File: config.mk
export PLATFORM = sky130hd
export DESIGN_NAME = i2c_master_byte_sequencer
export DESIGN_NICKNAME = d
export VERILOG_FILES = /design/src/design/i2cmbs_pkg.sv /design/src/design/i2c_master_byte_sequencer.sv
export SDC_FILE = /design/constraint.sdc
export NUM_CORES = 1
export LEC_CHECK = 0
export BUFFER_PORTS_ARGS = -buffer_cell sky130_fd_sc_hd__buf_2
export CAP_MARGIN = 10
export CORE_MARGIN = 2
export CORE_UTILIZATION = 57
export CTS_CLUSTER_DIAMETER = 150
export DETAILED_ROUTE_END_ITERATION = 7
export GPL_TIMING_DRIVEN = 0
export PLACE_DENSITY_LB_ADDON = 0.05
export SKIP_CTS_REPAIR_TIMING = 1
export SLEW_MARGIN = 5
export SYNTH_ARGS = -nofsm -noshare
export SYNTH_HDL_FRONTEND = slang
export SYNTH_SLANG_ARGS = --single-unit
export TNS_END_PERCENT = 20
File: constraint.sdc
create_clock -name aclk -period 5.6 [get_ports aclk]
set_input_delay 0.28 -clock aclk [delete_from_list [all_inputs] [get_ports aclk]]
set_output_delay 0.28 -clock aclk [all_outputs]
set_load 0.1 [all_outputs]
File: src/design/i2cmbs_pkg.sv
// Shared constants and types for the I2C master byte sequencer.
// No dependencies.
package i2cmbs_pkg;

    localparam int unsigned DELAY_W        = 16;
    localparam int unsigned WAIT_W         = 26;
    localparam int unsigned ACTION_W       = 3;
    localparam int unsigned CFG_IDX_W      = 1;
    localparam int unsigned DEF_TICKS_PER_MS = 1000;
    localparam logic [DELAY_W-1:0] DELAY_RESET = 16'd5;
    localparam logic [WAIT_W-1:0]  WAIT_MAX    = {WAIT_W{1'b1}};

    // Input request codes
    localparam logic [ACTION_W-1:0] ACT_TICK  = 3'd0;
    localparam logic [ACTION_W-1:0] ACT_START = 3'd1;
    localparam logic [ACTION_W-1:0] ACT_STOP  = 3'd2;
    localparam logic [ACTION_W-1:0] ACT_WRITE = 3'd3;
    localparam logic [ACTION_W-1:0] ACT_READ  = 3'd4;

    // Configuration register indexes
    localparam logic [CFG_IDX_W-1:0] REG_DELAY_COUNT = 1'd0;
    localparam logic [CFG_IDX_W-1:0] REG_UNIT_IS_MS  = 1'd1;

    typedef enum logic [1:0] {
        CMD_START = 2'd0,
        CMD_STOP  = 2'd1,
        CMD_WRITE = 2'd2,
        CMD_READ  = 2'd3
    } cmd_t;

endpackage

File: src/design/i2c_master_byte_sequencer.sv
// I2C master byte sequencer: open-drain SCL/SDA timing from tick requests.
// Depends on i2cmbs_pkg.
//
// Usage: each request on the s_ channel is either a tick (one microsecond of
// line time) or a command (start, stop, write byte, read byte) given while
// idle. Commands arriving while busy are dropped. Every request yields one
// result on the m_ channel: SCL/SDA release levels, busy, done, last ack and
// last read byte, all as they stand after that request.
// The result is registered and shows in the cycle after its request; one
// request is taken per cycle, set by the single next-state stage feeding the
// result register. The result register frees up as it is taken, so s_ready
// stays high while the receiver takes each result; when m_ready is low with a
// result held, s_ready drops and the state does not move.
// Each wait is delay_count ticks (0 counts as 1), times TICKS_PER_MS in
// millisecond mode, saturated at 2^26-1.
// Reset: both lines released, idle, delay_count 5, microsecond mode,
// ack and read byte cleared.
// Configuration: cfg_we writes cfg_wdata to register cfg_idx;
// write only while idle.
module i2c_master_byte_sequencer #(
    parameter int unsigned TICKS_PER_MS = i2cmbs_pkg::DEF_TICKS_PER_MS
) (
    input  logic                               aclk,
    input  logic                               aresetn,
    input  logic                               cfg_we,
    input  logic [i2cmbs_pkg::CFG_IDX_W-1:0]   cfg_idx,
    input  logic [i2cmbs_pkg::DELAY_W-1:0]     cfg_wdata,
    input  logic                               s_valid,
    output logic                               s_ready,
    input  logic [i2cmbs_pkg::ACTION_W-1:0]    s_action,
    input  logic [7:0]                         s_byte_value,
    input  logic                               s_sda_sample,
    output logic                               m_valid,
    input  logic                               m_ready,
    output logic                               m_scl_release,
    output logic                               m_sda_release,
    output logic                               m_busy_res,
    output logic                               m_done_res,
    output logic                               m_ack_received,
    output logic [7:0]                         m_read_data
);

    localparam int unsigned DELAY_W = i2cmbs_pkg::DELAY_W;
    localparam int unsigned WAIT_W  = i2cmbs_pkg::WAIT_W;
    localparam int unsigned TPM_W   = $clog2(TICKS_PER_MS + 1);
    localparam int unsigned PROD_W  = DELAY_W + TPM_W;
    localparam int unsigned CMP_W   = (PROD_W > WAIT_W) ? PROD_W : WAIT_W;
    localparam logic [TPM_W-1:0] TPM_VAL = TPM_W'(TICKS_PER_MS);

    typedef enum logic [3:0] {
        PH_IDLE, PH_ST1, PH_ST2, PH_SP1, PH_SP2,
        PH_WA, PH_WB, PH_WC, PH_KA, PH_KB, PH_KC, PH_RA, PH_RB
    } phase_t;

    // config
    logic [DELAY_W-1:0] delay_reg;
    logic               unit_ms_reg;

    // sequencer state
    phase_t             phase_reg, phase_next;
    logic [WAIT_W-1:0]  wait_reg, wait_next;
    logic [7:0]         shift_reg, shift_next;
    logic [3:0]         bit_reg, bit_next;
    logic [7:0]         rx_reg, rx_next;
    logic               ack_reg, ack_next;
    logic               scl_reg, scl_next;
    logic               sda_reg, sda_next;
    i2cmbs_pkg::cmd_t   cmd_reg, cmd_next;
    logic               done_next;

    // result register
    logic               m_valid_reg;
    logic               m_scl_reg, m_sda_reg, m_busy_reg, m_done_reg, m_ack_reg;
    logic [7:0]         m_rx_reg;

    logic               accept;
    logic [DELAY_W-1:0] delay_eff;
    logic [PROD_W-1:0]  prod;
    logic [CMP_W-1:0]   prod_ext;
    logic [WAIT_W-1:0]  wait_load;

    assign s_ready = !m_valid_reg || m_ready;
    assign accept  = s_valid && s_ready;

    // wait length from config
    always_comb begin
        delay_eff = (delay_reg == '0) ? DELAY_W'(1) : delay_reg;
        prod      = PROD_W'(delay_eff) * PROD_W'(TPM_VAL);
        prod_ext  = CMP_W'(prod);
        if (!unit_ms_reg) begin
            wait_load = WAIT_W'(delay_eff);
        end else if (prod_ext > CMP_W'(i2cmbs_pkg::WAIT_MAX)) begin
            wait_load = i2cmbs_pkg::WAIT_MAX;
        end else begin
            wait_load = prod_ext[WAIT_W-1:0];
        end
    end

    always_comb begin
        phase_next = phase_reg;
        wait_next  = wait_reg;
        shift_next = shift_reg;
        bit_next   = bit_reg;
        rx_next    = rx_reg;
        ack_next   = ack_reg;
        scl_next   = scl_reg;
        sda_next   = sda_reg;
        cmd_next   = cmd_reg;
        done_next  = 1'b0;

        if (phase_reg == PH_IDLE) begin
            case (s_action)
                i2cmbs_pkg::ACT_START: begin
                    cmd_next   = i2cmbs_pkg::CMD_START;
                    scl_next   = 1'b1;
                    sda_next   = 1'b1;
                    wait_next  = wait_load;
                    phase_next = PH_ST1;
                end
                i2cmbs_pkg::ACT_STOP: begin
                    cmd_next   = i2cmbs_pkg::CMD_STOP;
                    scl_next   = 1'b0;
                    sda_next   = 1'b0;
                    wait_next  = wait_load;
                    phase_next = PH_SP1;
                end
                i2cmbs_pkg::ACT_WRITE, i2cmbs_pkg::ACT_READ: begin
                    if (s_action == i2cmbs_pkg::ACT_READ) begin
                        cmd_next   = i2cmbs_pkg::CMD_READ;
                        rx_next    = '0;
                        shift_next = s_byte_value | 8'h01;
                    end else begin
                        cmd_next   = i2cmbs_pkg::CMD_WRITE;
                        shift_next = s_byte_value;
                    end
                    scl_next   = 1'b0;
                    bit_next   = '0;
                    wait_next  = wait_load;
                    phase_next = PH_WA;
                end
                default: ;
            endcase
        end else if (s_action == i2cmbs_pkg::ACT_TICK) begin
            if (wait_reg > WAIT_W'(1)) begin
                wait_next = wait_reg - WAIT_W'(1);
            end else begin
                // end of wait: step the line sequence
                wait_next = wait_load;
                unique case (phase_reg)
                    PH_ST1: begin
                        sda_next   = 1'b0;
                        phase_next = PH_ST2;
                    end
                    PH_SP1: begin
                        scl_next   = 1'b1;
                        phase_next = PH_SP2;
                    end
                    PH_WA: begin
                        sda_next   = shift_reg[7];
                        shift_next = {shift_reg[6:0], 1'b0};
                        phase_next = PH_WB;
                    end
                    PH_WB: begin
                        scl_next   = 1'b1;
                        phase_next = PH_WC;
                    end
                    PH_WC: begin
                        scl_next = 1'b0;
                        bit_next = bit_reg + 4'd1;
                        if (bit_next < 4'd8) begin
                            sda_next   = 1'b0;
                            phase_next = PH_WA;
                        end else begin
                            sda_next   = 1'b1;
                            phase_next = PH_KA;
                        end
                    end
                    PH_KA: begin
                        scl_next   = 1'b1;
                        phase_next = PH_KB;
                    end
                    PH_KB: begin
                        ack_next   = !s_sda_sample;
                        scl_next   = 1'b0;
                        phase_next = PH_KC;
                    end
                    PH_KC: begin
                        if (cmd_reg == i2cmbs_pkg::CMD_READ && ack_reg) begin
                            scl_next   = 1'b0;
                            sda_next   = 1'b1;
                            bit_next   = '0;
                            phase_next = PH_RA;
                        end else begin
                            done_next  = 1'b1;
                        end
                    end
                    PH_RA: begin
                        scl_next   = 1'b1;
                        phase_next = PH_RB;
                    end
                    PH_RB: begin
                        if (s_sda_sample) begin
                            rx_next[3'd7 - bit_reg[2:0]] = 1'b1;
                        end
                        scl_next = 1'b0;
                        bit_next = bit_reg + 4'd1;
                        if (bit_next < 4'd8) begin
                            phase_next = PH_RA;
                        end else begin
                            done_next  = 1'b1;
                        end
                    end
                    PH_ST2: begin
                        scl_next  = 1'b0;
                        done_next = 1'b1;
                    end
                    PH_SP2: begin
                        sda_next  = 1'b1;
                        done_next = 1'b1;
                    end
                    default: begin
                        done_next = 1'b1;
                    end
                endcase
                if (done_next) begin
                    phase_next = PH_IDLE;
                    wait_next  = '0;
                end
            end
        end
    end

    always_ff @(posedge aclk) begin
        if (!aresetn) begin
            delay_reg   <= i2cmbs_pkg::DELAY_RESET;
            unit_ms_reg <= 1'b0;
            phase_reg   <= PH_IDLE;
            wait_reg    <= '0;
            shift_reg   <= '0;
            bit_reg     <= '0;
            rx_reg      <= '0;
            ack_reg     <= 1'b0;
            scl_reg     <= 1'b1;
            sda_reg     <= 1'b1;
            cmd_reg     <= i2cmbs_pkg::CMD_START;
            m_valid_reg <= 1'b0;
            m_scl_reg   <= 1'b1;
            m_sda_reg   <= 1'b1;
            m_busy_reg  <= 1'b0;
            m_done_reg  <= 1'b0;
            m_ack_reg   <= 1'b0;
            m_rx_reg    <= '0;
        end else begin
            if (cfg_we) begin
                unique case (cfg_idx)
                    i2cmbs_pkg::REG_DELAY_COUNT: delay_reg   <= cfg_wdata;
                    i2cmbs_pkg::REG_UNIT_IS_MS:  unit_ms_reg <= cfg_wdata[0];
                    default: ;
                endcase
            end
            if (accept) begin
                phase_reg   <= phase_next;
                wait_reg    <= wait_next;
                shift_reg   <= shift_next;
                bit_reg     <= bit_next;
                rx_reg      <= rx_next;
                ack_reg     <= ack_next;
                scl_reg     <= scl_next;
                sda_reg     <= sda_next;
                cmd_reg     <= cmd_next;
                m_valid_reg <= 1'b1;
                m_scl_reg   <= scl_next;
                m_sda_reg   <= sda_next;
                m_busy_reg  <= (phase_next != PH_IDLE);
                m_done_reg  <= done_next;
                m_ack_reg   <= ack_next;
                m_rx_reg    <= rx_next;
            end else if (m_ready) begin
                m_valid_reg <= 1'b0;
            end
        end
    end

    assign m_valid        = m_valid_reg;
    assign m_scl_release  = m_scl_reg;
    assign m_sda_release  = m_sda_reg;
    assign m_busy_res     = m_busy_reg;
    assign m_done_res     = m_done_reg;
    assign m_ack_received = m_ack_reg;
    assign m_read_data    = m_rx_reg;

    // a running sequence always has a wait pending
    a_busy_wait: assert property (@(posedge aclk) disable iff (!aresetn)
        phase_reg != PH_IDLE |-> wait_reg != '0)
        else $error("busy with empty wait counter");

    a_idle_wait: assert property (@(posedge aclk) disable iff (!aresetn)
        phase_reg == PH_IDLE |-> wait_reg == '0)
        else $error("idle with nonzero wait counter");

    // data phase only reached by an acknowledged read
    a_read_phase: assert property (@(posedge aclk) disable iff (!aresetn)
        (phase_reg == PH_RA || phase_reg == PH_RB) |->
            (cmd_reg == i2cmbs_pkg::CMD_READ && ack_reg))
        else $error("read data phase without acked read");

    a_done_idle: assert property (@(posedge aclk) disable iff (!aresetn)
        m_valid_reg && m_done_reg |-> !m_busy_reg)
        else $error("done result still busy");

endmodule

==> metrics.cfg <==
[layout]
most-common-layout-cells = 123 x inv_1, 114 x nand2_1, 75 x a21oi_1
drive_gt1_share_pct = 13.6
largest_reg_flops = 26
area_growth_pct = 12.8
regArea_um2 = 1510
multiInputGateArea_um2 = 5290
final_common_cell = inv_1
fillers = 1151
final_nets = 1145
utilization_pct = 65.8
antenna_cells = 0

[placement]
dp_hpwl_um = 14600
gp_congestion = 0.961
portBuffers = 46
dp_worst_setup_slack_ns = -0.787

[timing]
finalCriticalPeriod_ns = 5.39
drv_slew = 0
finalSetupViolations = 0
worst_slack_ns = 0.206
skew_ns = 0.00942
max_freq_mhz = 185
hold_viol = 0
relSlewSlack_pct = 39.2
tightest_slew_ns = 0.911
period_share_pct = 96.3

[routing]
viasPerCell = 5.81
ant_nets = 0
num_vias = 6812
firstDrtPassIters = 5
drt-total-wl_um = 19300
initialDrtViolationCount = 728
remaining_drc_errors = 0
wire_per_inst_um = 16.5

[logic_synthesis]
synth_edf_count = 0
synthArstFlopShare_pct = 0
ys_warn_count = 0
ys_types = 75
seq_area_frac_synth_pct = 20.5
syn_nets = 1090
synthCells = 942
ys_seq_elements = 75
synth_area_um2 = 7330
syn-mean-instance-area_um2 = 7.79
synth_top_flop_cell = dfxtp_1

[grt]
grtUsageMet2_pct = 42.0
grt_max_degree = 13
grt_pass1_vias = 6403
grt_usage_pct = 28.4
grt_pass1_wl_um = 31600
grt_antenna_before_repair = 0
use_met1_pct = 41.7
use_met3_pct = 4.86
overflow = 0
globalRoute.busiestLayer = met2

[floorplanning]
die-area_um2 = 13800
initial_core_util_pct = 58.4
core_area_um2 = 12600
rows = 41
die_y_um = 117
die_width_um = 117
ios = 49

[power]
cellPowerDensity_nw_per_um2 = 339
p_leak_nw = 3.61
p_total_mw = 2.80
vdd_drop_max_mv = 0.206

[worst_setup_path]
crit_buf_inv = 5
crit_type = flip-flop to flip-flop
critical_path_peak_fanout = 10
worstPathArrival_ns = 5.61
cp_slowest_stage_delay_ns = 0.52
worstPathRequired_ns = 5.82
start_kind = flip-flop
path_cells = inv_1 -> ha_1 -> and4_4 -> nand3_4 -> buf_12 -> nand2_4 -> fa_1 -> fa_1 -> inv_1 -> fa_1 -> inv_1 -> fa_1 -> inv_1 -> ha_1 -> and3_1 -> and3_1 -> a211oi_4 -> o221ai_2 -> a31oi_1 -> xnor2_1 -> o22ai_1
cp-end-kind = flip-flop
critPathTopFamily = adder cells
cpMaxStageDelayCell = fa_1

[flow_run]
max_cap_violations = 0

[clock_tree]
clock_latency_ns = 0.35
cts_tree = yes
htree_num_levels = 3
cts.clk_slew.worst_paths_ns = 0.06
cts_root_buffer = clkbuf_16
clk_path_buf_depth = 2
cts.sinks = 75
numCtsBuffers = 9

[run_status]
status = complete, no violations

[worst_hold_path]
hold_class = input port to flip-flop

synth_stat cells (11+ instances only):
library cell	number	area, um2
a211oi_1	11	82.6
a21oi_1	78	390
clkbuf_1	34	128
dfxtp_1	75	1500
fa_1	52	1040
ha_1	62	776
inv_1	124	465
nand2_1	122	458
nand3_1	23	115
nor2_1	71	267
nor3_1	20	100
o21ai_0	50	250
or3_1	11	68.8
xnor2_1	18	158
metal layers:
| metal | wire [um] | share of wire, % |
|---|---|---|
| met1 | 9350 | 48 |
| met2 | 8330 | 43 |
| met3 | 1240 | 6.4 |
| met4 | 364 | 1.9 |
| met5 | 0 | 0 |
worst reg2reg max path, cell delays in order (launching register included):
cell and delay, ns:
dfxtp_1 0.48, inv_1 0.08, ha_1 0.19, and4_4 0.17, nand3_4 0.13, buf_12 0.17
nand2_4 0.09, fa_1 0.49, fa_1 0.52, inv_1 0.05, fa_1 0.49, inv_1 0.05
fa_1 0.49, inv_1 0.04, ha_1 0.34, and3_1 0.24, and3_1 0.24, a211oi_4 0.35
o221ai_2 0.13, a31oi_1 0.18, xnor2_1 0.23, o22ai_1 0.13
report_power, final:
| group | switching [mW] | internal, mW |
|---|---|---|
| Combinational | 0.979 | 0.575 |
| Sequential | 0.0474 | 0.579 |
| Clock | 0.237 | 0.384 |
cells by family (layout without fill, tap and decap cells):
kind of cell / count (synthesis) / count (layout) / share of synthesized area (%)
AOI/OAI and AO/OA: 226 / 226 / 19.3
xor gates and xnor gates: 25 / 25 / 2.99
adders and majority gates: 114 / 114 / 24.8
buffers and inverters: 172 / 230 / 9.59
DFF: 75 / 75 / 20.5
muxes: 7 / 7 / 0.989
and+or+nand+nor: 323 / 323 / 21.9
worst paths after layout:
kind | end | cells after the start | start | slack, ns
worst max register to register | wait_reg[25]$_SDFFE_PN0P_ | 21 | delay_reg[11]$_SDFFE_PN0P_ | 0.21
worst min register to register | m_done_res$_SDFFE_PN0P_ | 2 | m_done_res$_SDFFE_PN0P_ | 0.46
worst min-delay path | delay_reg[2]$_SDFFE_PN1P_ | 3 | cfg_wdata[2] | 0.16
worst max-delay path | wait_reg[25]$_SDFFE_PN0P_ | 21 | delay_reg[11]$_SDFFE_PN0P_ | 0.21
through the flow:
| stage | hold slack [ns] | instance area [um2] | setup TNS [ns] | std cells |
|---|---|---|---|---|
| final | 0.156 | 8270 | 0 | 1172 |
| after global routing | 0.160 | 8270 | -0.0813 | 1172 |
| after CTS | 0.153 | 8090 | -6.87 | 1174 |
| after detailed placement | 0.449 | 7780 | -6.81 | 1160 |
| after global placement | 0.443 | 7780 | -6.17 | 1160 |
| after floorplan | 0.404 | 7330 | 0 | 942 |
cell type report:
cell class                 count  share of cell area (%)
multi-input combinational    695                    64.0
sequential                    75                    18.3
inverter                     126                    5.72
timing repair buffer          47                    2.87
buffer                        43                    2.84
clock buffer                   9                    2.72
tap                          172                    2.60
clock inverter                 5                   0.968
Power figures use the tool's default switching activity.
